$ cat src/hdl/sst_ram.sv
// Generic single-write, single-read RAM with a registered read port.
// No dependencies.
module sst_ram #(
  parameter int WIDTH = 9,
  parameter int DEPTH = 32,
  localparam int AW = $clog2(DEPTH)
) (
  input  logic             clk,
  input  logic             we,
  input  logic [AW-1:0]    waddr,
  input  logic [WIDTH-1:0] wdata,
  input  logic [AW-1:0]    raddr,
  output logic [WIDTH-1:0] rdata
);

  logic [WIDTH-1:0] mem [DEPTH];
  logic [WIDTH-1:0] rdata_r;

  always_ff @(posedge clk) begin
    if (we) begin
      mem[waddr] <= wdata;
    end
    rdata_r <= mem[raddr];
  end

  assign rdata = rdata_r;

endmodule

$ cat config.mk
export PLATFORM = sky130hd
export DESIGN_NAME = sst_ram
export DESIGN_NICKNAME = d
export VERILOG_FILES = /design/src/hdl/sst_ram.sv
export SDC_FILE = /design/constraint.sdc
export NUM_CORES = 1
export LEC_CHECK = 0
export CORE_MARGIN = 4
export CORE_UTILIZATION = 49
export CTS_BUF_LIST = sky130_fd_sc_hd__clkbuf_2
export DETAILED_ROUTE_END_ITERATION = 12
export DONT_BUFFER_PORTS = 1
export PLACE_DENSITY_LB_ADDON = 0.15
export SKIP_CTS_REPAIR_TIMING = 1
export SLEW_MARGIN = 20
export SYNTH_ARGS = -nofsm -noshare
export SYNTH_HDL_FRONTEND = slang
export SYNTH_SLANG_ARGS = --single-unit
$ cat constraint.sdc
create_clock -name clk -period 2.25 [get_ports clk]
set_input_delay 0.225 -clock clk [delete_from_list [all_inputs] [get_ports clk]]
set_output_delay 0.225 -clock clk [all_outputs]
set_load 0.01 [all_outputs]
After elaboration in Yosys (flattened, before gate mapping)
Memories as Yosys holds them, arrays and structs flattened. A register that Yosys moved wholly into a read port is not among the register bits.
Cells that the tools add are included.
- RAM bits: 288
- word-level logic and storage cells: 3
- input port bits: 21
- memories kept: 1
- output and inout port bits: 9
- bits in registers: 0
- memory list (name ; words ; width ; read ports ; clocked after Yosys merged registers in ; wr ports ; RTL line ; text):
    mem ; 32 ; 9 ; 1 ; 1 ; 1 ; 16 ; logic [WIDTH-1:0] mem [DEPTH];
- multiplexer cells: 2
- operators by type and width (cell ; count):
    $mux W1 ; 2

Longest topological paths before layout
- depth in word-level cells: 2
- depth in mapped cells: 5
- mapped depth without buffers: 3

Least setup slack after synthesis
No wires, ideal clock.
- path type: input to register
- from: input port raddr[2]
- to: register rdata_r[0], in the netlist rdata[0], read port of mem
- path buffers: 2
- stages on the path: 5
- data arrival time: 1868 ps
- setup slack: 261 ps
- required time: 2129 ps
- setup time: 121 ps
- cell sequence: clkbuf_1 > buf_1 > mux4_2 > mux4_2 > mux2_2
- RTL lines (element ; RTL line ; text):
    start: declaration ; 12 ; input logic [AW-1:0] raddr,
    end: declaration ; 17 ; logic [WIDTH-1:0] rdata_r;

==> insert_results.sql <==
INSERT INTO impl_metrics (metric_group, metric, value, unit) VALUES
('critical_path', 'critical_path_class', 'input pin to register', ''),
('critical_path', 'cell_class_contributing_the_biggest_share_of_worst_path_delay', 'multiplexers', ''),
('floorplan', 'std_cell_rows', '55', ''),
('timing', 'totalNegativeSetupSlack', '0', 'ns'),
('grt', 'globalRouteMet3Util', '0.0689', ''),
('power_and_ir_drop', 'leakagePower', '4.25', 'nW'),
('floorplan', 'die_w', '160', 'µm'),
('critical_path', 'worst_ep_required_time', '2.94', 'ns'),
('clocking', 'cts-buffers-inserted', '76', ''),
('place', 'place_congestion', '0.753', ''),
('routing', 'post_drt_via_cell_ratio', '5.88', ''),
('critical_path', 'path_cells', 'dlygate4sd3_1, mux4_2, mux4_2, mux2_2', ''),
('synthesis', 'seq_area_frac_synth', '0.783', ''),
('routing', 'detail-route-antenna-nets', '0', ''),
('clocking', 'cts_tree', 'yes', ''),
('synthesis', 'mappedNetlistNets', '484', ''),
('floorplan', 'initial_core_util', '0.498', ''),
('grt', 'met2_demand_to_capacity_share_in_global_routing', '0.281', ''),
('synthesis', 'synth_top_cell_by_area', 'sky130_fd_sc_hd__edfxtp_1', ''),
('timing', 'final_cycle_utilization_of_the_critical_path', '0.969', ''),
('power_and_ir_drop', 'clockPowerShare', '0.334', ''),
('final_layout', 'final_layout_size_suffix_gt1_frac', '0.416', ''),
('hold_path', 'hold_class', 'input pin to register', ''),
('critical_path', 'critical_path.max_stage_delay', '1.21', 'ns'),
('power_and_ir_drop', 'max-vdd-ir-drop', '0.413', 'mV'),
('job', 'maxCapViolations', '0', ''),
('clocking', 'clkSinkCount', '297', ''),
('clocking', 'clk-insertion-delay-late', '0.80', 'ns'),
('synthesis', 'top_area_cell_type_share_of_the_netlist_area', '0.767', ''),
('final_layout', 'syn2layout_area_growth', '14.6', '%'),
('critical_path', 'critPathMaxFanout', '42', ''),
('clocking', 'count_of_h_tree_levels_built_during_cts', '3', ''),
('timing', 'timing_worst_slew_pin_value', '1.06', 'ns'),
('critical_path', 'worst_setup_ep_type', 'register', ''),
('power_and_ir_drop', 'sequentialPowerShare', '0.606', ''),
('floorplan', 'floorplan.io_pins', '30', ''),
('timing', 'max-slew-margin-rel', '0.288', ''),
('critical_path', 'crit_path_start_kind', 'input pin', ''),
('clocking', 'root_buffer', 'sky130_fd_sc_hd__clkbuf_2', ''),
('clocking', 'clock_path_buffers', '3', ''),
('grt', 'number_of_global_route_vias_before_repair', '5446', ''),
('synthesis', 'synth.ff_latch_count', '297', ''),
('grt', 'grt_usage', '0.193', ''),
('timing', 'hold_vio_cnt_final', '0', ''),
('power_and_ir_drop', 'swShare', '0.234', ''),
('clocking', 'cts.clk_slew.worst_paths', '0.10', 'ns'),
('timing', 'report.final.slew_viol_count', '0', ''),
('routing', 'vias', '5493', ''),
('synthesis', 'post_synth_main_area_contributors', 'sky130_fd_sc_hd__edfxtp_1 77%, sky130_fd_sc_hd__mux4_2 18%, sky130_fd_sc_hd__dfxtp_1 1.6%', ''),
('timing', 'fin_crit', '2.18', 'ns'),
('power_and_ir_drop', 'power_density', '788', 'nW/µm²'),
('routing', 'firstDrtPassIters', '4', ''),
('power_and_ir_drop', 'p_switching', '2.39', 'mW'),
('place', 'hpwlAfterDp', '14000', 'µm'),
('synthesis', 'main_combinational_cell_family_by_area_after_synthesis', 'multiplexers', ''),
('synthesis', 'synth.lib_cells_used.distinct', '15', ''),
('floorplan', 'die_footprint', '25500', 'µm²'),
('synthesis', 'synthAdderAreaFrac', '0', ''),
('grt', 'gr-total-overflow', '0', ''),
('routing', 'routed_wl', '26100', 'µm'),
('power_and_ir_drop', 'power.internal', '7.81', 'mW'),
('grt', 'antenna_found_initial', '8', ''),
('grt', 'globalRoute.busiestLayer', 'met1', ''),
('synthesis', 'synthesis.instances', '463', ''),
('power_and_ir_drop', 'power.combinational.fraction', '0.060', ''),
('grt', 'groute.layer.met1.usage', '0.281', ''),
('floorplan', 'core', '22600', 'µm²'),
('critical_path', 'cp_num_buf_inv', '1', ''),
('synthesis', 'synthXorXnorAreaFrac', '0', ''),
('critical_path', 'path_common_cell', 'sky130_fd_sc_hd__mux4_2', ''),
('outcome', 'outcome', 'complete, no violations', '');
flip-flops by register name, indices dropped and copies added, names as in the netlist:
name / flops
mem: 288
rdata: 9
layer usage:
layer	vias up	routed length (µm)
met5	-	13
met4	2	467
met3	37	2480
met2	253	12200
met1	2911	11000
li1	2290	-
layout by cell type (no fill, tap or decap), drive strengths merged:
cell         instances
edfxtp             288
clkbuf             118
mux4                90
buf                 44
nor2                33
dlygate4sd3         26
clkinv              14
mux2                 9
dfxtp                9
diode                5
nand3b               5
or3b                 3
nand3                2
nand2                1
or3                  1
inv                  1
final timing paths:
path / from / to / slack (ns) / cells after the start
max: raddr[0] / rdata[3] / 0.07 / 4
min: raddr[2] / rdata[7] / 0.09 / 3
max reg2reg: mem[5][6] / rdata[6] / 0.39 / 3
min reg2reg: mem[19][1] / rdata[1] / 0.94 / 3
worst min-delay path, stage by stage:
cell and delay [ns]:
sky130_fd_sc_hd__mux4_2 0.20, sky130_fd_sc_hd__mux4_2 0.23, sky130_fd_sc_hd__mux2_2 0.18
logic make-up (layout without fill, tap and decap cells):
group / count (synthesis) / after routing
buf+inv: 22 / 203
flops: 297 / 297
mux: 99 / 99
other cells: 0 / 5
simple gates: 45 / 45
Yosys cell counts:
library cell and instances:
sky130_fd_sc_hd__edfxtp_1 288, sky130_fd_sc_hd__mux4_2 90, sky130_fd_sc_hd__nor2_1 33, sky130_fd_sc_hd__dfxtp_1 9
sky130_fd_sc_hd__mux2_2 9, sky130_fd_sc_hd__buf_1 7, sky130_fd_sc_hd__buf_4 7, sky130_fd_sc_hd__clkbuf_1 6
sky130_fd_sc_hd__nand3b_1 5, sky130_fd_sc_hd__or3b_2 3, sky130_fd_sc_hd__nand3_1 2, sky130_fd_sc_hd__buf_2 1
sky130_fd_sc_hd__buf_6 1, sky130_fd_sc_hd__nand2_1 1, sky130_fd_sc_hd__or3_1 1
cell type report:
class,instances,area (µm²),share of cell area
tap,285,357,0.0276
sequential,297,8830,0.683
timing repair buffer,70,748,0.0579
clock buffer,118,591,0.0457
multi-input combinational,144,2340,0.181
clock inverter,15,60.1,0.00464
antenna,5,12.5,0.000967
stage by stage:
step           area, µm²  instances  hold WS [ns]  setup slack (ns)  total power, mW
6_report           12900        934        0.0946            0.0698             10.2
5_1_grt            12900        934      -0.00906             0.131             10.7
4_1_cts            12400        891        -0.577             0.383             10.0
3_5_place_dp       11800        758         0.326             0.405             6.66
3_3_place_gp       11800        758         0.326             0.434             6.65
2_1_floorplan      11300        463         0.324             0.261             6.62
power by group through the flow:
stage	clock network, mW	logic (mW)	registers, mW
final	3.41	0.610	6.18
after global routing	3.85	0.640	6.19
after CTS	3.51	0.350	6.18
after detailed placement	0	0.349	6.31
after global placement	0	0.346	6.30
after floorplan	0	0.326	6.30
(Power assumes the default switching activity.)
