## src/hdl/sst_pkg.sv

```systemverilog
// Shared types and constants of the scoped symbol table.
// No dependencies; imported by sst_cell and scoped_symbol_register_table_top.
package sst_pkg;

  // Command codes carried in a command beat.
  typedef enum logic [1:0] {
    CMD_ADD    = 2'd0,
    CMD_LOOKUP = 2'd1,
    CMD_ENTER  = 2'd2,
    CMD_EXIT   = 2'd3
  } sst_cmd_t;

  // Status codes returned with every result beat.
  typedef enum logic [1:0] {
    ST_OK        = 2'd0,
    ST_FULL      = 2'd1,
    ST_OVERFLOW  = 2'd2,
    ST_UNDERFLOW = 2'd3
  } sst_status_t;

  localparam int VALUE_BITS = 32;
  localparam int KEY_PORT_BITS = 16;
  localparam logic signed [VALUE_BITS-1:0] MISS_VALUE = -32'sd1;

  // Search token that walks down the cell chain, one cell per clock.
  typedef struct packed {
    logic                         vld;
    logic                         found;
    logic signed [VALUE_BITS-1:0] value;
  } sst_tok_t;

  // Control broadcast from the sequencer to every cell.
  typedef struct packed {
    logic start;  // inject a token at the newest binding
    logic add;    // current search is an add: match only inside the open scope
    logic wr_en;  // append the held key and value at the newest position
  } sst_ctl_t;

endpackage

```

## src/hdl/sst_cell.sv

```systemverilog
// One binding slot of the symbol table chain: key, value and a token stage.
// Depends on sst_pkg.
module sst_cell #(
  parameter int IDX = 0,
  parameter int KW  = 16,
  parameter int CW  = 9
) (
  input  logic                   clk,
  input  logic                   rst_n,
  input  sst_pkg::sst_ctl_t      ctl,
  input  logic [KW-1:0]          key,
  input  logic signed [31:0]     bind_value,
  input  logic [CW-1:0]          count,
  input  logic [CW-1:0]          base,
  input  sst_pkg::sst_tok_t      tok_in,
  output sst_pkg::sst_tok_t      tok_out
);
  import sst_pkg::*;

  logic [KW-1:0]         key_r;
  logic signed [31:0]    value_r;
  sst_tok_t              tok_r;
  sst_tok_t              tok_cur;
  sst_tok_t              tok_nxt;
  logic                  at_top;
  logic                  hit;

  // This cell holds the newest binding when its index is count - 1.
  assign at_top = (CW'(IDX + 1) == count);

  always_comb begin
    if (ctl.start && at_top) begin
      tok_cur = '{vld: 1'b1, found: 1'b0, value: '0};
    end else begin
      tok_cur = tok_in;
    end
    hit = tok_cur.vld && !tok_cur.found && (key_r == key) &&
          (!ctl.add || (CW'(IDX) >= base));
    tok_nxt = tok_cur;
    if (hit) begin
      tok_nxt.found = 1'b1;
      tok_nxt.value = value_r;
    end
  end

  always_ff @(posedge clk) begin
    if (!rst_n) begin
      tok_r <= '0;
    end else begin
      tok_r <= tok_nxt;
    end
    if (ctl.wr_en && at_top) begin
      key_r   <= key;
      value_r <= bind_value;
    end else if (hit && ctl.add) begin
      value_r <= bind_value;
    end
  end

  assign tok_out = tok_r;

endmodule

```

## config.mk

```make
export PLATFORM = sky130hd
export DESIGN_NAME = sst_cell
export DESIGN_NICKNAME = d
export VERILOG_FILES = /design/src/hdl/sst_pkg.sv /design/src/hdl/sst_cell.sv
export SDC_FILE = /design/constraint.sdc
export NUM_CORES = 1
export LEC_CHECK = 0
export ABC_AREA = 1
export BUFFER_PORTS_ARGS = -buffer_cell sky130_fd_sc_hd__buf_2
export CORE_MARGIN = 10
export CORE_UTILIZATION = 44
export CTS_CLUSTER_DIAMETER = 80
export DETAILED_ROUTE_END_ITERATION = 10
export GPL_TIMING_DRIVEN = 0
export PLACE_DENSITY = 0.75
export SLEW_MARGIN = 20
export SYNTH_ARGS = -nofsm -noshare
export SYNTH_HDL_FRONTEND = slang
export SYNTH_SLANG_ARGS = --single-unit
```

## constraint.sdc

```tcl
create_clock -name clk -period 3.3 [get_ports clk]
set_input_delay 0.165 -clock clk [delete_from_list [all_inputs] [get_ports clk]]
set_output_delay 0.165 -clock clk [all_outputs]
set_load 0.02 [all_outputs]
```

# ---- Word level (Yosys, flattened, before mapping)
# Cells that the tools add are included.
# W data, S select, Z words.
dict set report totals {
  reg_bits 82
  input_bits 105
  output_inout_bits 34
}
dict set report op_classes {
  n_lt_le_gt_ge 1
  n_eq_ne 2
  n_mux 4
  n_reduce_logical 10
}
# cell n
set ops {}
lappend ops {{$mux W32} 2}
lappend ops {{$mux W34} 1}
lappend ops {{$mux W33} 1}
lappend ops {{$eq A16 B16 Y1} 1}
lappend ops {{$eq A1 B9 Y1 const A} 1}
lappend ops {{$ge A1 B9 Y1 const A} 1}
lappend ops {{$logic_and A1 B1 Y1} 6}
lappend ops {{$logic_not A1 Y1} 2}
lappend ops {{$reduce_bool A2 Y1} 1}
lappend ops {{$logic_or A1 B1 Y1} 1}

# ---- Depth between registers and ports, before layout
# Gate-level depths: netlist (run 1).
dict set report logic_depth {
  ltp_word 10
  mapped_depth 13
}

# ---- Least setup slack after synthesis (run 1)
# Ideal clock, no wire load.
dict set report synth_timing {
  path_kind {input to register}
  from {input port count[5]}
  to {register value_r[0], enable pin}
  setup_time_ps 466
  arrival_ps 2919
  setup_slack_ps -85
  stages 4
  n_path_buf 0
  cell_sequence {or2_1 > nor2_4 > nand2_1 > o21ai_0}
}
dict set report synth_via {
  elab_chain_cells 9
}
# element line_no
set synth_lines {}
lappend synth_lines {{start: declaration} sst_cell.sv:13} ;# input logic [CW-1:0] count,
lappend synth_lines {{$eq A1 B9 Y1 (*)} sst_cell.sv:29} ;# assign at_top = (CW'(IDX + 1) == count);
lappend synth_lines {{$logic_and A1 B1 Y1} sst_cell.sv:32} ;# if (ctl.start && at_top) begin
lappend synth_lines {{$mux W34} sst_cell.sv:32}
lappend synth_lines {{$logic_not A1 Y1} sst_cell.sv:37} ;# hit = tok_cur.vld && !tok_cur.found && (key_r == key) &&
lappend synth_lines {{$logic_and A1 B1 Y1 (3 in a row)} sst_cell.sv:37}
lappend synth_lines {{$logic_and A1 B1 Y1} sst_cell.sv:55} ;# end else if (hit && ctl.add) begin
lappend synth_lines {{$reduce_bool A2 Y1 (no source line) (*)} n/a}
lappend synth_lines {{end signal: assignment} sst_cell.sv:54} ;# value_r <= bind_value;
lappend synth_lines {{end signal: assignment} sst_cell.sv:56} ;# value_r <= bind_value;
lappend synth_lines {{end: declaration} sst_cell.sv:21} ;# logic signed [31:0] value_r;
# Every way passes the cells marked *; elsewhere a longest branch is shown, timed or not.
# A chain may end at the register's enable or synchronous reset.

# ---- Worst setup path in the final report (run 1)
dict set report layout_timing {
  from {register key_r[5]}
  to {register value_r[4], enable pin}
}
dict set report layout_via {
  elab_chain_cells 5
}
# element line_no
set layout_lines {}
lappend layout_lines {{start: declaration} sst_cell.sv:20} ;# logic [KW-1:0] key_r;
lappend layout_lines {{start signal: assignment} sst_cell.sv:53} ;# key_r <= key;
lappend layout_lines {{$eq A16 B16 Y1} sst_cell.sv:37}
lappend layout_lines {{$logic_and A1 B1 Y1 (2 in a row)} sst_cell.sv:37}
lappend layout_lines {{$logic_and A1 B1 Y1} sst_cell.sv:55}
lappend layout_lines {{$reduce_bool A2 Y1 (no source line)} n/a}
# No other way between the ends.

==> results of run 1 <==
worst min path at each step:
stage / end / slack, ns
6_report: key_r[7] / 0.02
5_1_grt: key_r[7] / 0.0004
4_1_cts: key_r[6] / 0.003
3_5_place_dp: value_r[19] / 0.34
3_3_place_gp: value_r[10] / 0.34
2_1_floorplan: key_r[0] / 0.26
metrics by stage:
step | instance area, µm² | hold WS [ns]
floorplan | 3750 | 0.264
global route | 5140 | 0.000420
detailed placement | 4610 | 0.343
global placement | 4560 | 0.343
CTS | 5130 | 0.00291
finish | 5140 | 0.0192
routing by layer:
| metal | routed length (µm) | up-vias |
|---|---|---|
| met3 | 710 | 18 |
| li1 | - | 1739 |
| met1 | 4030 | 1475 |
| met4 | 193 | 0 |
| met2 | 5350 | 95 |
| met5 | 0 | - |
state kept, by name, summed over array words and instances, names as in the netlist:
name	count
value_r	32
tok_out	34
key_r	16
power by group through the flow:
stage | clock [µW] | sequential, µW | combinational [µW]
global placement | 0 | 1130 | 207
detailed placement | 0 | 1130 | 214
floorplan | 0 | 1160 | 77.8
global route | 820 | 1110 | 273
finish | 759 | 1110 | 244
CTS | 777 | 1110 | 244
cell usage in the layout, fill, tap and decap left out, types with 3 or more instances in the layout:
cell | Yosys | routed
clkbuf_1 | 5 | 5
nor2_1 | 88 | 87
xnor2_1 | 3 | 3
nand2_1 | 138 | 138
clkbuf_8 | 0 | 9
o21bai_1 | 5 | 5
dfxtp_1 | 34 | 34
nand4_1 | 14 | 14
inv_1 | 101 | 101
edfxtp_1 | 48 | 48
buf_1 | 3 | 3
buf_6 | 4 | 4
buf_2 | 2 | 139
dlygate4sd3_1 | 0 | 33
logic make-up after synthesis:
| family | count (synthesis) | share of synthesized area |
|---|---|---|
| buffers and inverters | 115 | 0.124 |
| flip-flops | 82 | 0.566 |
| AND/OR/NAND/NOR | 251 | 0.281 |
| AO/OA/AOI/OAI | 10 | 0.0167 |
| XOR/XNOR | 5 | 0.0117 |
repair_timing:
action                                  4_1_cts  5_1_grt
hold buffers                                 32        1
endpoints found under the hold margin        32        1
endpoints found under the setup margin        0        0
worst reg2reg max path, stage by stage (launching register included):
cell	delay, ns
edfxtp_1	0.42
inv_1	0.10
nand2_1	0.06
nand2_1	0.06
nand3_1	0.07
nor2_1	0.12
nand2_1	0.07
nor2_1	0.25
clkbuf_1	0.39
nand4_1	0.22
o21ai_4	0.27
buf_16	0.24
layout make-up:
cell class | instances | area, µm²
Fill cell | 730 | 3120
Buffer | 14 | 85.1
Tap cell | 105 | 131
Multi-Input combinational cell | 266 | 1170
Timing Repair Buffer | 171 | 1040
Clock buffer | 9 | 124
Inverter | 101 | 379
Sequential cell | 82 | 2120
Clock inverter | 7 | 82.6
==> flow_metrics.tcl, run 1 <==
set metrics [dict create \
    dp_slack_ns 0.672 \
    cp-end-kind "flip-flop" \
    synth_top_area_cell "edfxtp_1" \
    cts_setup_buffers 0 \
    syn_nets 568 \
    holdCritPathClass "input port to flip-flop" \
    grt_usage 0.161 \
    synth_most_common_cell "nand2_1" \
    clk_pin_slew_ns 0.09 \
    vdd_drop_max_mv 0.234 \
    worst_pin_slew_ns 0.822 \
    fin_ws_ns 0.747 \
    fmax_mhz 392 \
    nNetsFinal 750 \
    num_antenna_cells 0 \
    required_ns 3.36 \
    fin_setup_tns_ns 0 \
    worstSetupStartpointType "flip-flop" \
    final_cells 755 \
    synth_seq_area_share 0.566 \
    synth.top_cell.area_share 0.385 \
    clk_root_buffer_cell "clkbuf_8" \
    portBuffers 137 \
    total_leakage_power_uw 0.00278 \
    cp-startpoint "key_r[5]" \
    hold_violations 0 \
    dp_cells 706 \
    ys.warnings.count 0 \
    synthTopCellsByCount "nand2_1, inv_1, nor2_1" \
    cts.path.max_buffers 2 \
    busiest_layer "met2" \
    async_reset_ff_frac 0 \
    p_sw_uw 525 \
    vias_per_cell 4.41 \
    ys.flop_type "edfxtp_1" \
    endpoint "value_r[4]" \
    drive_gt1_frac 0.262 \
    slew_violations 0 \
    die_area_mm2 0.0126 \
    antenna_left 0 \
    vias 3327 \
    dieHeight_um 112 \
    route.detailed.drc 0 \
    routed_wirelength_um 10300 \
    wire_per_inst_um 13.6 \
    ff2ff_path_depth 11 \
    min_path_cells 1 \
    crit_family "simple AND/OR/NAND/NOR gates" \
    powerDensity_mw_per_mm2 410 \
    slowest_delay_ns 0.42 \
    grt_util_met2 0.292 \
    r2r-start "key_r[5]" \
    dp_hpwl_um 7680 \
    swShare 0.249 \
    cts_inserted_buffers 9 \
    h-tree-depth 3 \
    crit_buf_inv 3 \
    rows 33 \
    synth_edf_count 48 \
    maxCapViolations 0 \
    synth_area_leaders "edfxtp_1, dfxtp_1, nand2_1, inv_1, nor2_1" \
    clock-sinks 82 \
    seqPwrFrac 0.525 \
    rrSetupSlack_ns 0.75 \
    postSynthCellCount 463 \
    grt_max_degree 22 \
    p_int_uw 1590 \
    setup_viol 0 \
    period_minus_slack_ns 2.55 \
    routabilityCongestion 0.769 \
    synth-seq-cells 82 \
    cts_tree "yes" \
    drt_pass1_iterations 4 \
    fin_skew_ns 0.0149 \
    area_delta_synth_final_pct 37.2 \
    hold_start "key[7]" \
    grt_pass1_vias 3483 \
    gr-total-overflow 0 \
    crit_path_frequent_cell "nand2_1" \
    p_total_uw 2110 \
    fin_util 0.623 \
    netlist_area_mm2 0.00375 \
    path_class "flip-flop to flip-flop" \
    core_area_mm2 0.00826 \
    path_cells "inv_1 > nand2_1 > nand2_1 > nand3_1 > nor2_1 > nand2_1 > nor2_1 > clkbuf_1 > nand4_1 > o21ai_4 > buf_16" \
    p_comb_frac 0.116 \
    min_period_over_period 0.774 \
    r2r-end "value_r[4]" \
    clkPwrFrac 0.360 \
    grt_util_met1 0.169 \
    grt_use_met3 0.0570 \
    antenna_found_initial 0 \
    start_util 0.454 \
    clk_latency_ns 0.35 \
    cp.depth 11 \
    cp.arrival_ns 2.61 \
    rsz0062_at_grt "no" \
    die_x_um 112 \
    ctsResizeCount 0 \
    grt_pass1_wl_um 16500 \
    drt_iter0_drc 172 \
    synth_cell_types 24 \
    path_max_fanout 21 \
    status "finished, final reports clean" \
    cp_slowest_cell "edfxtp_1" \
    synth_area_per_cell_um2 8.09 \
    ios 139 \
    relSlewSlack 0.452 \
]
Power figures use the tool's default switching activity.
==> run 2: changes to the inputs <==
Clock period 3.3 ns to 2.15 ns, I/O delays scaled along.
==> run 2 against run 1 <==
Effect of this change: count of clock-buffer cells in the layout did not move; worst setup slack got worse by 0.57 ns; design area rose by 5.0%; power rose by 53%; first-iteration DRC count fell by 34%; routed wire length rose by 3.7%; cell count rose by 3.0%; die area did not move; largest cell class unchanged.
==> flow_metrics.tcl, run 2 (synthesis gave the netlist of run 1 again) <==
set metrics [dict create \
    dp_slack_ns -0.454 \
    required_ns 2.22 \
    vias_per_cell 4.39 \
    vdd_drop_max_mv 0.398 \
    status "finished, final reports clean" \
    fmax_mhz 508 \
    slew_violations 0 \
    dp_hpwl_um 7530 \
    maxCapViolations 0 \
    largest_register_ffs 34 \
    rrSetupSlack_ns 0.20 \
    drt_iter0_drc 113 \
    clk_root_buffer_cell "clkbuf_8" \
    clk_latency_ns 0.34 \
    worst_pin_slew_ns 0.840 \
    h-tree-depth 3 \
    antenna_left 0 \
    drt_pass1_iterations 4 \
    wire_per_inst_um 13.7 \
    holdCritPathClass "input port to flip-flop" \
    cp_slowest_cell "dlygate4sd3_1" \
    r2r-start "key_r[11]" \
    routed_wirelength_um 10700 \
    fin_skew_ns 0.00782 \
    cts_inserted_buffers 9 \
    grt_max_degree 17 \
    portBuffers 137 \
    endpoint "value_r[7]" \
    routabilityCongestion 0.798 \
    route.detailed.drc 0 \
    grt_pass1_vias 3535 \
    path_cells "dlygate4sd3_1 > buf_2 > xnor2_1 > nand2_1 > nor2_1 > nand2_1 > nor2_4 > buf_8 > nand4_1 > buf_4 > o21ai_4 > clkbuf_16" \
    powerDensity_mw_per_mm2 599 \
    setup_viol 0 \
    grt_pass1_wl_um 17200 \
    worstSetupStartpointType "input port" \
    final_cell_mix "buf_2, nand2_1, inv_1, nor2_1" \
    hold_violations 0 \
    total_leakage_power_uw 0.00289 \
    vias 3417 \
    start_util 0.454 \
    nNetsFinal 773 \
    dieHeight_um 112 \
    cp-startpoint "key[11]" \
    cts_tree "yes" \
    drive_gt1_frac 0.269 \
    period_minus_slack_ns 1.97 \
    cts.path.max_buffers 2 \
    p_total_uw 3230 \
    antenna_found_initial 0 \
    rows 33 \
    area_delta_synth_final_pct 44.0 \
    ff2ff_path_depth 10 \
    fin_util 0.654 \
    path_class "input port to flip-flop" \
    fin_ws_ns 0.181 \
    cp-end-kind "flip-flop" \
    min_period_over_period 0.916 \
    ios 139 \
    r2r-end "value_r[7]" \
    gr-total-overflow 0 \
    relSlewSlack 0.440 \
    crit_path_frequent_cell "nand2_1" \
    cp.arrival_ns 2.04 \
    clock-sinks 82 \
    final_common_cell "buf_2" \
    grt_usage 0.168 \
    clk_pin_slew_ns 0.09 \
    num_antenna_cells 0 \
    path_max_fanout 8 \
    die_x_um 112 \
    slowest_delay_ns 0.55 \
    core_area_mm2 0.00826 \
    die_area_mm2 0.0126 \
]
-- run 2: cell types whose count changed in the layout (fill, tap and decap cells not counted), moves of 2 or more --
cell	previous run	this run
buf_4	0	5
clkinv_4	0	2
dlygate4sd3_1	33	48
buf_12	0	2
inv_8	2	0
-- run 2: worst min path at each step --
stage,startpoint,endpoint,depth (start not counted)
final,rst_n,tok_out[0],3
after global routing,rst_n,tok_out[31],3
after CTS,rst_n,tok_out[0],3
after detailed placement,bind_value[13],value_r[13],1
after global placement,bind_value[15],value_r[15],1
after floorplan,key[0],key_r[0],0
-- run 2: worst max-delay path, delay by kind of cell --
| family | cells | cell delay [ns] |
|---|---|---|
| buffers and inverters | 5 | 1.18 |
| AND/OR/NAND/NOR | 5 | 0.47 |
| XOR/XNOR | 1 | 0.18 |
| AO/OA/AOI/OAI | 1 | 0.08 |
-- run 2: area by class of cell --
| cell class | count | area (µm²) |
|---|---|---|
| Clock inverter | 7 | 77.6 |
| Multi-Input combinational cell | 267 | 1200 |
| Fill cell | 681 | 2860 |
| Inverter | 101 | 379 |
| Buffer | 14 | 96.3 |
| Clock buffer | 9 | 124 |
| Sequential cell | 82 | 2120 |
| Tap cell | 105 | 131 |
| Timing Repair Buffer | 193 | 1270 |
-- run 2: metal layers --
metal / up-vias / routed length (µm) / global-route usage
li1: 1791 / - / -
met1: 1495 / 4090 / 0.180
met2: 113 / 5590 / 0.302
met3: 18 / 754 / 0.0479
met4: 0 / 240 / 0.0677
met5: - / 0 / 0
-- run 2: report_power, final --
part / internal, µW / switching [µW]
registers: 1690 / 8.18
logic: 201 / 199
clock network: 547 / 587
total: 2440 / 794
-- run 2: repair_timing --
| action | 4_1_cts | 5_1_grt |
|---|---|---|
| pin swaps | 1 | 4 |
| gates cloned | 1 | 1 |
| resized for setup | 5 | 3 |
| setup buffers | 4 | 3 |
| endpoints found under the hold margin | 48 | 0 |
| hold buffers | 48 | 0 |
| setup endpoints to repair | 32 | 32 |
-- run 2: metrics by stage --
step / std cells / TNS [ns] / instance area [µm²] / hold slack, ns
after floorplan: 463 / 0 / 3760 / 0.206
final: 778 / 0 / 5400 / 0.0318
after global routing: 778 / -0.0323 / 5400 / 0.0385
after detailed placement: 705 / -14.50 / 4580 / 0.286
after global placement: 705 / -11.18 / 4580 / 0.284
after CTS: 774 / 0 / 5340 / 0.0145
